===== config.mk =====
export PLATFORM = sky130hd
export DESIGN_NAME = coprime_lattice_sweep
export DESIGN_NICKNAME = d
export VERILOG_FILES = /design/src/rtl/csw_pkg.sv /design/src/rtl/csw_sequencer.sv /design/src/rtl/csw_gcd_datapath.sv /design/src/rtl/coprime_lattice_sweep.sv
export SDC_FILE = /design/constraint.sdc
export NUM_CORES = 1
export LEC_CHECK = 0
export BUFFER_PORTS_ARGS = -buffer_cell sky130_fd_sc_hd__buf_4
export CAP_MARGIN = 20
export CELL_PAD_IN_SITES_DETAIL_PLACEMENT = 1
export CELL_PAD_IN_SITES_GLOBAL_PLACEMENT = 2
export CORE_MARGIN = 2
export CORE_UTILIZATION = 35
export CTS_CLUSTER_SIZE = 10
export DETAILED_ROUTE_END_ITERATION = 7
export PLACE_DENSITY = 0.84
export REMOVE_ABC_BUFFERS = 1
export SETUP_SLACK_MARGIN = 0.02
export SLEW_MARGIN = 20
export SYNTH_ARGS = -nofsm -noshare
export SYNTH_HDL_FRONTEND = slang
export SYNTH_HIERARCHICAL = 1
export SYNTH_SLANG_ARGS = --single-unit
export TNS_END_PERCENT = 5

===== constraint.sdc =====
create_clock -name clk_i -period 4.23 [get_ports clk_i]
set_input_delay 0.846 -clock clk_i [delete_from_list [all_inputs] [get_ports clk_i]]
set_output_delay 0.846 -clock clk_i [all_outputs]
set_load 0.05 [all_outputs]

===== src/rtl/csw_pkg.sv =====
package csw_pkg;

  localparam int unsigned CoordW      = 11;
  localparam int unsigned MagW        = 10;
  localparam int unsigned ExtW        = 10;
  localparam int unsigned MaxExtent   = 1023;
  localparam int unsigned ExtentReset = 16;
  localparam int unsigned StepW       = 2;

  typedef enum logic [1:0] {
    OP_LOAD,
    OP_CHECK,
    OP_REDUCE,
    OP_EMIT
  } op_e;

  typedef enum logic [1:0] {
    CND_NO_ITEM,
    CND_SKIP,
    CND_BOTH_NZ,
    CND_OUT_FULL
  } cond_e;

  typedef struct packed {
    op_e              op;
    cond_e            cond;
    logic [StepW-1:0] target;
  } ucode_t;

  typedef struct packed {
    logic ready;
    logic load;
    logic reduce;
    logic emit;
  } ctrl_t;

  typedef struct packed {
    logic skip;
    logic both_nz;
  } status_t;

  localparam logic [StepW-1:0] StepIdle   = 2'd0;
  localparam logic [StepW-1:0] StepCheck  = 2'd1;
  localparam logic [StepW-1:0] StepReduce = 2'd2;
  localparam logic [StepW-1:0] StepEmit   = 2'd3;

  // Control store: jump to target when the condition holds, else fall through.
  // The emit step is the last one, so falling through wraps to idle.
  function automatic ucode_t ucode_at(logic [StepW-1:0] step);
    ucode_t uw;
    case (step)
      StepIdle:   uw = '{op: OP_LOAD,   cond: CND_NO_ITEM,  target: StepIdle};
      StepCheck:  uw = '{op: OP_CHECK,  cond: CND_SKIP,     target: StepEmit};
      StepReduce: uw = '{op: OP_REDUCE, cond: CND_BOTH_NZ,  target: StepReduce};
      StepEmit:   uw = '{op: OP_EMIT,   cond: CND_OUT_FULL, target: StepEmit};
      default:    uw = '{op: OP_LOAD,   cond: CND_NO_ITEM,  target: StepIdle};
    endcase
    return uw;
  endfunction

endpackage


===== src/rtl/csw_sequencer.sv =====
module csw_sequencer (
  input  logic             clk_i,
  input  logic             rst_ni,
  input  logic             in_valid_i,
  input  logic             out_full_i,
  input  csw_pkg::status_t status_i,
  output csw_pkg::ctrl_t   ctrl_o
);
  import csw_pkg::*;

  logic [StepW-1:0] step_q, step_d;
  ucode_t           uw;
  logic             cond_hit;

  assign uw = ucode_at(step_q);

  always_comb begin
    case (uw.cond)
      CND_NO_ITEM:  cond_hit = !in_valid_i;
      CND_SKIP:     cond_hit = status_i.skip;
      CND_BOTH_NZ:  cond_hit = status_i.both_nz;
      CND_OUT_FULL: cond_hit = out_full_i;
      default:      cond_hit = 1'b0;
    endcase
  end

  always_comb begin
    if (cond_hit) begin
      step_d = uw.target;
    end else begin
      step_d = step_q + 1'b1;
    end
  end

  always_comb begin
    ctrl_o.ready  = (uw.op == OP_LOAD);
    ctrl_o.load   = (uw.op == OP_LOAD) && in_valid_i;
    ctrl_o.reduce = (uw.op == OP_REDUCE);
    ctrl_o.emit   = (uw.op == OP_EMIT) && !out_full_i;
  end

  always_ff @(posedge clk_i or negedge rst_ni) begin
    if (!rst_ni) begin
      step_q <= StepIdle;
    end else begin
      step_q <= step_d;
    end
  end

endmodule


===== src/rtl/csw_gcd_datapath.sv =====
module csw_gcd_datapath (
  input  logic                     clk_i,
  input  logic                     rst_ni,
  input  csw_pkg::ctrl_t           ctrl_i,
  input  logic [csw_pkg::MagW-1:0] mag_a_i,
  input  logic [csw_pkg::MagW-1:0] mag_b_i,
  input  logic                     skip_i,
  output csw_pkg::status_t         status_o,
  output logic                     coprime_o
);
  import csw_pkg::*;

  logic [MagW-1:0] x_q, x_d, y_q, y_d;
  logic            skip_q;
  logic            any_q;

  // Binary GCD step: strip a factor of two or halve the odd difference.
  // With x zero this leaves both values unchanged; with only y zero an even x is halved.
  always_comb begin
    x_d = x_q;
    y_d = y_q;
    if (ctrl_i.load) begin
      x_d = mag_a_i;
      y_d = mag_b_i;
    end else if (ctrl_i.reduce) begin
      if (!x_q[0]) begin
        x_d = x_q >> 1;
      end else if (!y_q[0]) begin
        y_d = y_q >> 1;
      end else if (x_q >= y_q) begin
        x_d = (x_q - y_q) >> 1;
      end else begin
        y_d = (y_q - x_q) >> 1;
      end
    end
  end

  always_ff @(posedge clk_i) begin
    x_q <= x_d;
    y_q <= y_d;
    if (ctrl_i.load) begin
      skip_q <= skip_i;
    end
  end

  // Marks that an item has been loaded, so the status never reads stale data.
  always_ff @(posedge clk_i or negedge rst_ni) begin
    if (!rst_ni) begin
      any_q <= 1'b0;
    end else if (ctrl_i.load) begin
      any_q <= 1'b1;
    end
  end

  // Both even (origin included) can never be coprime.
  assign status_o.skip    = !any_q || skip_q || (!x_q[0] && !y_q[0]);
  assign status_o.both_nz = (x_q != '0) && (y_q != '0);
  assign coprime_o        = any_q && !skip_q && ((x_q | y_q) == MagW'(1));

endmodule


===== src/rtl/coprime_lattice_sweep.sv =====
// Sweeps the square [-L,L]^2 and flags each point whose coordinates are coprime.
// An accepted item passes the check step, the binary GCD loop in the datapath (one
// subtract-and-halve step per cycle, bypassed for skipped points) and the emit step.
// Throughput: one item at a time; the next item is taken once the result is registered.
// Reset: step counter idle, position (0,0), sweep finished, max_extent 16, no result.
module coprime_lattice_sweep (
  input  logic                              clk_i,
  input  logic                              rst_ni,
  input  logic                              cfg_valid_i,
  output logic                              cfg_ready_o,
  input  logic [csw_pkg::ExtW-1:0]          cfg_data_i,
  input  logic                              in_valid_i,
  output logic                              in_stall_o,
  input  logic                              restart_i,
  output logic                              out_valid_o,
  input  logic                              out_stall_i,
  output logic signed [csw_pkg::CoordW-1:0] first_coord_o,
  output logic signed [csw_pkg::CoordW-1:0] second_coord_o,
  output logic                              is_coprime_o,
  output logic                              sweep_done_o
);
  import csw_pkg::*;

  ctrl_t   ctrl;
  status_t status;
  logic    out_full;
  logic    coprime;

  logic [ExtW-1:0]          max_extent_q;
  logic signed [CoordW-1:0] ext_l;
  logic signed [CoordW-1:0] outer_q, outer_d, inner_q, inner_d;
  logic signed [CoordW-1:0] neg_outer, neg_inner;
  logic                     finished_q, finished_d;
  logic                     done_q, hold_d, done_d;
  logic [MagW-1:0]          mag_a, mag_b;
  logic                     out_valid_q;

  assign cfg_ready_o = 1'b1;
  assign in_stall_o  = !ctrl.ready;
  assign out_full    = out_valid_q && out_stall_i;
  assign out_valid_o = out_valid_q;

  always_comb begin
    if (32'(max_extent_q) > MaxExtent) begin
      ext_l = CoordW'(MaxExtent);
    end else begin
      ext_l = CoordW'(max_extent_q);
    end
  end

  // Next lattice point; a restart returns to (-L,-L), an advance past the end holds the position.
  always_comb begin
    outer_d = outer_q;
    inner_d = inner_q;
    hold_d  = 1'b0;
    if (restart_i) begin
      outer_d = -ext_l;
      inner_d = -ext_l;
    end else if (finished_q || (outer_q > ext_l) ||
                 ((outer_q == ext_l) && (inner_q >= ext_l))) begin
      hold_d = 1'b1;
    end else if (inner_q >= ext_l) begin
      inner_d = -ext_l;
      outer_d = outer_q + CoordW'(1);
    end else begin
      inner_d = inner_q + CoordW'(1);
    end
    done_d     = hold_d || ((outer_d == ext_l) && (inner_d >= ext_l));
    finished_d = done_d;
  end

  assign neg_outer = -outer_d;
  assign neg_inner = -inner_d;
  assign mag_a     = outer_d[CoordW-1] ? neg_outer[MagW-1:0] : outer_d[MagW-1:0];
  assign mag_b     = inner_d[CoordW-1] ? neg_inner[MagW-1:0] : inner_d[MagW-1:0];

  always_ff @(posedge clk_i or negedge rst_ni) begin
    if (!rst_ni) begin
      max_extent_q <= ExtW'(ExtentReset);
      outer_q      <= '0;
      inner_q      <= '0;
      finished_q   <= 1'b1;
      out_valid_q  <= 1'b0;
    end else begin
      if (cfg_valid_i && cfg_ready_o) begin
        max_extent_q <= cfg_data_i;
      end
      if (ctrl.load) begin
        outer_q    <= outer_d;
        inner_q    <= inner_d;
        finished_q <= finished_d;
      end
      if (ctrl.emit) begin
        out_valid_q <= 1'b1;
      end else if (!out_stall_i) begin
        out_valid_q <= 1'b0;
      end
    end
  end

  always_ff @(posedge clk_i) begin
    if (ctrl.load) begin
      done_q <= done_d;
    end
    if (ctrl.emit) begin
      first_coord_o  <= outer_q;
      second_coord_o <= inner_q;
      is_coprime_o   <= coprime;
      sweep_done_o   <= done_q;
    end
  end

  csw_sequencer u_sequencer (
    .clk_i      (clk_i),
    .rst_ni     (rst_ni),
    .in_valid_i (in_valid_i),
    .out_full_i (out_full),
    .status_i   (status),
    .ctrl_o     (ctrl)
  );

  csw_gcd_datapath u_datapath (
    .clk_i     (clk_i),
    .rst_ni    (rst_ni),
    .ctrl_i    (ctrl),
    .mag_a_i   (mag_a),
    .mag_b_i   (mag_b),
    .skip_i    (hold_d),
    .status_o  (status),
    .coprime_o (coprime)
  );

endmodule


==> reports/qor.txt, run 1 <==
RSZ-0062 raised after global routing -> yes
YS warnings -> 6
Seq/Total Area, Yosys -> 0.326
Final hold viol count -> 0
Violation count after the first detailed-routing iteration -> 433
Synth top area share -> 0.195
Status -> completed
Critical Path RT -> 4.44 ns
GRT Util Overall -> 0.229
Final min period -> 4.04 ns
Clock-pin slew on the worst setup and hold paths -> 0.09 ns
Max_slew headroom -> 0.466
Hold crit path type -> primary input to async pin
# diodes -> 0
CP Capture Type -> flop
Wire per inst -> 21.7 um
Cell Chain, Critical Path -> clkinvlp_4 -> ha_1 -> and4b_1 -> a31o_2 -> o21ai_4 -> o211ai_1 -> a222oi_1 -> ha_1 -> o21a_1 -> o21a_1 -> o21ai_0 -> a211o_1 -> a31oi_1 -> o2111a_1 -> nand2_1 -> o22ai_1
Drt drc -> 0
IO Port Bufs -> 41
# IOs -> 43
Slew @ Worst Pin -> 0.797 ns
Post-DP HPWL -> 19.0 mm
Filler cell count -> 2,364
H-tree Lvls -> 3
Mapped cell area -> 0.00710 sq mm
Synth Flop Type -> edfxtp_1
Max cap viols -> 0
Final setup skew -> 0.0266 ns
WL final -> 24.5 mm
Final WS setup -> 0.194 ns
Synth async-reset ratio -> 0.446
Cell count after synthesis -> 773
Cell variety after synth -> 88
Final core utilization -> 0.423
Reg area -> 0.00231 sq mm
WS Path Type -> flop to flop
# clock sinks -> 83
Area growth, synth to finish -> 19.6%
Syn Area/Cell -> 9.18 sq um
CP max FO -> 8
TritonCTS clock tree -> done
Chip Width -> 146 um
Cell Rows -> 52
Placer Congestion -> 0.928
Die Y -> 146 um
Clk root buf -> clkbuf_16
Peak supply drop -> 0.391 mV
Antenna violations before repair -> 0
Post-synth EDFFs -> 46
Fin nets -> 943
Pwr Total -> 7.45 mW
Setup TNS -> 0 ns
Vias in the first global route -> 6,623
DP Worst Slack -> 0.00660 ns
Largest cells by area after synthesis -> edfxtp_1, ha_1, dfrtp_1, mux2_2, inv_1
Placed Cells -> 1,110
Crit-path max cell delay -> 0.49 ns
Max Clock Freq -> 248 MHz
Clock Tree Buf Depth -> 2
Die area -> 0.0214 sq mm
Starting Density -> 0.354
Final setup vio count -> 0
Vias per std cell -> 5.73
GRT overflow -> 0
Power per cell area -> 877 mW/mm^2
Routed via count -> 6,468
Num CTS Buffers -> 9
Slew Viols, Final -> 0
Leakage power -> 3.44 nW
WP data arrival -> 4.24 ns
First-pass iteration count of the detailed router -> 5
Post-route ant nets -> 0
Crit path max-delay family -> compound AO/OA/AOI/OAI gates
Multi-input combinational cell area -> 0.00455 sq mm
Post-Layout Cell Count -> 1,129
Pin count of the biggest net entering global routing -> 38
Most numerous cell in the Yosys netlist -> ha_1
Critical Path Source Type -> flop
Synth area leader -> edfxtp_1
Layout cells sized above 1 -> 0.235
Synth cell count leaders -> ha_1, inv_1, nand2_1
WP buf/inv -> 1
Core box area -> 0.0200 sq mm
Clk_lat worst skew -> 0.37 ns
CP max-delay cell -> a222oi_1
First-pass GRT wire length -> 37.9 mm
#FFs+latches synth -> 83
Period utilization -> 0.954
==> cell type report <==
cell class                      instances  area share
Timing Repair Buffer                  102      0.0902
Sequential cell                        83       0.272
Clock inverter                          7     0.00619
Tap cell                              270      0.0398
Inverter                               63      0.0283
Multi-Input combinational cell        595       0.536
Clock buffer                            9      0.0265
==> placed cells by master (no fill, tap or decap), types with 5 or more instances in the layout <==
cell type / count
buf_4: 102
ha_1: 69
inv_1: 61
nor2_1: 54
nand2_1: 54
edfxtp_1: 46
o21ai_0: 37
a21oi_1: 37
dfrtp_1: 33
nand3_1: 25
nor3_1: 24
xnor2_1: 23
mux2_2: 21
xor2_1: 18
nor4_1: 16
a31oi_1: 11
nand4_1: 9
clkbuf_16: 9
nor2b_1: 8
o211ai_1: 8
a21o_1: 8
a211oi_1: 7
a221oi_1: 6
o22ai_1: 6
mux2i_1: 6
o21ai_1: 5
nor3_2: 5
a311oi_1: 5
and2_1: 5
or2_2: 5
o31ai_1: 5
==> registers in the layout (all words and copies together), names as in the netlist <==
register	flops
sweep_done_o	1
is_coprime_o	1
finished_q	1
outer_q	11
second_coord_o	11
u_datapath/y_q	10
inner_q	11
first_coord_o	11
u_sequencer/step_q	2
u_datapath/skip_q	1
out_valid_o	1
u_datapath/any_q	1
done_q	1
u_datapath/x_q	10
max_extent_q	10
==> per-stage QoR <==
step	hold WS, ns	instance area, sq um
finish	0.455	8490
global route	0.492	8490
CTS	0.478	8310
detailed placement	0.462	8030
global placement	0.455	8030
floorplan	0.400	6940
==> cell families (layout without fill, tap and decap cells) <==
family / count (synthesis) / in the layout / synth area share
other: 1 / 1 / 0.000528
muxes: 27 / 27 / 0.0418
and+or+nand+nor: 242 / 242 / 0.179
AOI/OAI and AO/OA: 210 / 210 / 0.214
DFF: 83 / 83 / 0.326
xor gates and xnor gates: 42 / 42 / 0.0538
adders and majority gates: 73 / 73 / 0.131
buffers and inverters: 95 / 181 / 0.0550
==> metal layers <==
layer,part of all wire,GRT usage
met5,0,0
met4,0.031,0.0675
met3,0.051,0.0391
met2,0.45,0.371
met1,0.46,0.315
==> final timing paths <==
kind                                         startpoint                           end  slack (ns)  cells after the start
setup / recovery            max_extent_q[8]$_DFFE_PN0P_              done_q$_DFFE_PP_        0.19                     16
hold / removal                                   rst_ni        outer_q[9]$_DFFE_PN0P_        0.46                      1
setup reg to reg            max_extent_q[8]$_DFFE_PN0P_              done_q$_DFFE_PP_        0.19                     16
hold reg to reg            u_datapath/any_q$_DFFE_PN0P_  u_datapath/any_q$_DFFE_PN0P_        0.48                      1
max in group asynchronous                        rst_ni   max_extent_q[1]$_DFFE_PN0P_        3.33                      1
min in group clk_i         u_datapath/any_q$_DFFE_PN0P_  u_datapath/any_q$_DFFE_PN0P_        0.48                      1
==> timing repair <==
item,in CTS,in global routing
resized for setup,2,29
buffers inserted,0,3
gates cloned,0,0
pin swaps,0,8
hold endpoints to repair,0,0
endpoints found under the setup margin,2,7
hold buffers,0,0
==> where the power goes <==
group	switching [mW]	internal (mW)	total, mW
logic	3.08	1.89	4.97
registers	0.336	1.36	1.69
clock network	0.378	0.403	0.781
Note: power is estimated with default switching activity, not from simulation.
==> run 2: changes to the inputs <==
--- a/config.mk
+++ b/config.mk
@@ -5,15 +5,16 @@
 export SDC_FILE = /design/constraint.sdc
 export NUM_CORES = 1
 export LEC_CHECK = 0
+export ABC_AREA = 1
 export BUFFER_PORTS_ARGS = -buffer_cell sky130_fd_sc_hd__buf_4
 export CAP_MARGIN = 20
 export CELL_PAD_IN_SITES_DETAIL_PLACEMENT = 1
 export CELL_PAD_IN_SITES_GLOBAL_PLACEMENT = 2
 export CORE_MARGIN = 2
-export CORE_UTILIZATION = 35
+export CORE_UTILIZATION = 33
 export CTS_CLUSTER_SIZE = 10
 export DETAILED_ROUTE_END_ITERATION = 7
-export PLACE_DENSITY = 0.84
+export PLACE_DENSITY = 0.85
 export REMOVE_ABC_BUFFERS = 1
 export SETUP_SLACK_MARGIN = 0.02
 export SLEW_MARGIN = 20
==> reports/qor.txt, run 2 <==
Status -> completed
Cell count after synthesis -> 996
Die Y -> 154 um
Clk root buf -> clkbuf_16
Violation count after the first detailed-routing iteration -> 397
Post-DP HPWL -> 20.0 mm
Largest cells by area after synthesis -> edfxtp_1, nand2_1, ha_1, dfrtp_1, inv_1
First-pass GRT wire length -> 39.6 mm
CP max FO -> 7
# clock sinks -> 83
Fin area -> 0.00884 sq mm
Placed Cells -> 1,325
Cell variety after synth -> 53
Synth cell count leaders -> nand2_1, inv_1, ha_1
Clock Tree Buf Depth -> 2
Final setup vio count -> 0
Post-Layout Cell Count -> 1,374
Slew Viols, Final -> 0
Final hold viol count -> 0
Seq/Total Area, Yosys -> 0.313
GRT overflow -> 0
CP Capture Type -> flop
Die area -> 0.0236 sq mm
Max_slew headroom -> 0.311
TritonCTS clock tree -> done
Antenna violations before repair -> 0
Clock-pin slew on the worst setup and hold paths -> 0.06 ns
Starting Density -> 0.338
Area growth, synth to finish -> 19.6%
Clk_lat worst skew -> 0.36 ns
Vias in the first global route -> 6,990
Max cap viols -> 0
Synth async-reset ratio -> 0.446
Syn Area/Cell -> 7.42 sq um
Synth area leader -> edfxtp_1
Layout cells sized above 1 -> 0.208
WP data arrival -> 4.29 ns
Synth Flop Type -> edfxtp_1
Num CTS Buffers -> 9
Most used cell, CP -> nand2_1
First-pass iteration count of the detailed router -> 4
Most common cell after layout, fill and taps aside -> nand2_1
Chip Width -> 154 um
WL final -> 25.5 mm
CP max-delay cell -> dfrtp_1
Drt drc -> 0
IO Port Bufs -> 41
Critical Path Source Type -> flop
Wire per inst -> 18.6 um
GRT Util Overall -> 0.216
Crit-path max cell delay -> 0.43 ns
Cell Rows -> 54
Synth top area share -> 0.187
Final setup skew -> 0.00669 ns
Core box area -> 0.0219 sq mm
WS Path Type -> flop to flop
Hold Slack -> 0.481 ns
Routed via count -> 6,893
Placer Congestion -> 0.914
#FFs+latches synth -> 83
Final min period -> 3.99 ns
Max Clock Freq -> 251 MHz
Fin nets -> 1,178
Slew @ Worst Pin -> 1.03 ns
Hold crit path type -> primary input to async pin
Vias per std cell -> 5.02
Mapped cell area -> 0.00739 sq mm
Critical Path RT -> 4.53 ns
Pin count of the biggest net entering global routing -> 38
Period utilization -> 0.942
Placed inst area -> 0.00815 sq mm
# IOs -> 43
Most numerous cell in the Yosys netlist -> nand2_1
# diodes -> 0
Post-route ant nets -> 0
H-tree Lvls -> 3
Post-synth EDFFs -> 46
YS warnings -> 6
Most frequent cells in the layout -> nand2_1, inv_1, buf_4, ha_1, nor2_1
[run 2: cell count changes in the layout (fill, tap and decap cells not counted), sizes merged, moves of 9 or more]
| cell | delta |
|---|---|
| xnor2 | -20 |
| nand2 | +277 |
| nor4 | -13 |
| a31oi | -9 |
| nor3 | -20 |
| mux2 | -21 |
| inv | +68 |
| o21ai | +21 |
| nor2b | -9 |
| nor2 | +21 |
| xor2 | +20 |
| nand3 | +44 |
[run 2: stage by stage]
stage	util	setup TNS (ns)	setup slack [ns]
after detailed placement	0.372	0	0.158
after global routing	0.404	-0.0635	-0.0539
after floorplan	-	0	0.657
after CTS	0.386	0	0.122
after global placement	0.372	0	0.236
final	0.404	0	0.244
[run 2: logic make-up (layout without fill, tap and decap cells)]
| family | Yosys count | in the layout | synth area share |
|---|---|---|---|
| fa+ha+maj | 73 | 73 | 0.126 |
| flops | 83 | 83 | 0.313 |
| mux | 1 | 1 | 0.00135 |
| simple gates | 512 | 513 | 0.320 |
| xor+xnor | 41 | 41 | 0.0486 |
| compound gates | 128 | 128 | 0.105 |
| other cells | 1 | 1 | 0.000507 |
| buf+inv | 157 | 254 | 0.0867 |
[run 2: metal layers]
layer	share of wire	track usage	routed length (um)
met4	0.040	0.0900	1020
met3	0.033	0.0262	833
met5	0	0	0
met2	0.44	0.337	11300
met1	0.48	0.303	12300
[run 2: worst max-delay path: cells and delay by family, from the launching register on]
kind	cells	cell delay, ns
DFF	1	0.43
AOI/OAI and AO/OA	3	0.33
buffers and inverters	5	0.48
and+or+nand+nor	19	2.10
adders and majority gates	2	0.59
[run 2: repair_timing]
| item | 4_1_cts | 5_1_grt |
|---|---|---|
| hold buffers | 0 | 0 |
| setup buffers | 0 | 32 |
| resized for setup | 0 | 39 |
| endpoints found under the hold margin | 0 | 0 |
| endpoints found under the setup margin | 0 | 2 |
[run 2: final cells by class]
class	instances	area, sq um
multi-input cells	757	4560
repair buffers	102	786
flip-flops and latches	83	2310
clock buffers	13	250
fillers	2745	13000
inverters	136	541
clock inverters	3	46.3
well taps	280	350
[run 2: worst paths after layout]
kind | end | from | slack [ns] | cells after the start
worst max-delay path | finished_q$_DFFE_PN1P_ | max_extent_q[9]$_DFFE_PN0P_ | 0.24 | 29
worst min-delay path | max_extent_q[3]$_DFFE_PN0P_ | rst_ni | 0.48 | 1
worst max register to register | finished_q$_DFFE_PN1P_ | max_extent_q[9]$_DFFE_PN0P_ | 0.24 | 29
worst min register to register | u_datapath/any_q$_DFFE_PN0P_ | u_datapath/any_q$_DFFE_PN0P_ | 0.49 | 2
max in group asynchronous | max_extent_q[0]$_DFFE_PN0P_ | rst_ni | 3.34 | 1
min in group clk_i | u_datapath/any_q$_DFFE_PN0P_ | u_datapath/any_q$_DFFE_PN0P_ | 0.49 | 2
Power of run 2 is left out: the tool's default activity adds up to more than one toggle a clock period on the data nets, which glitch-free logic cannot reach.
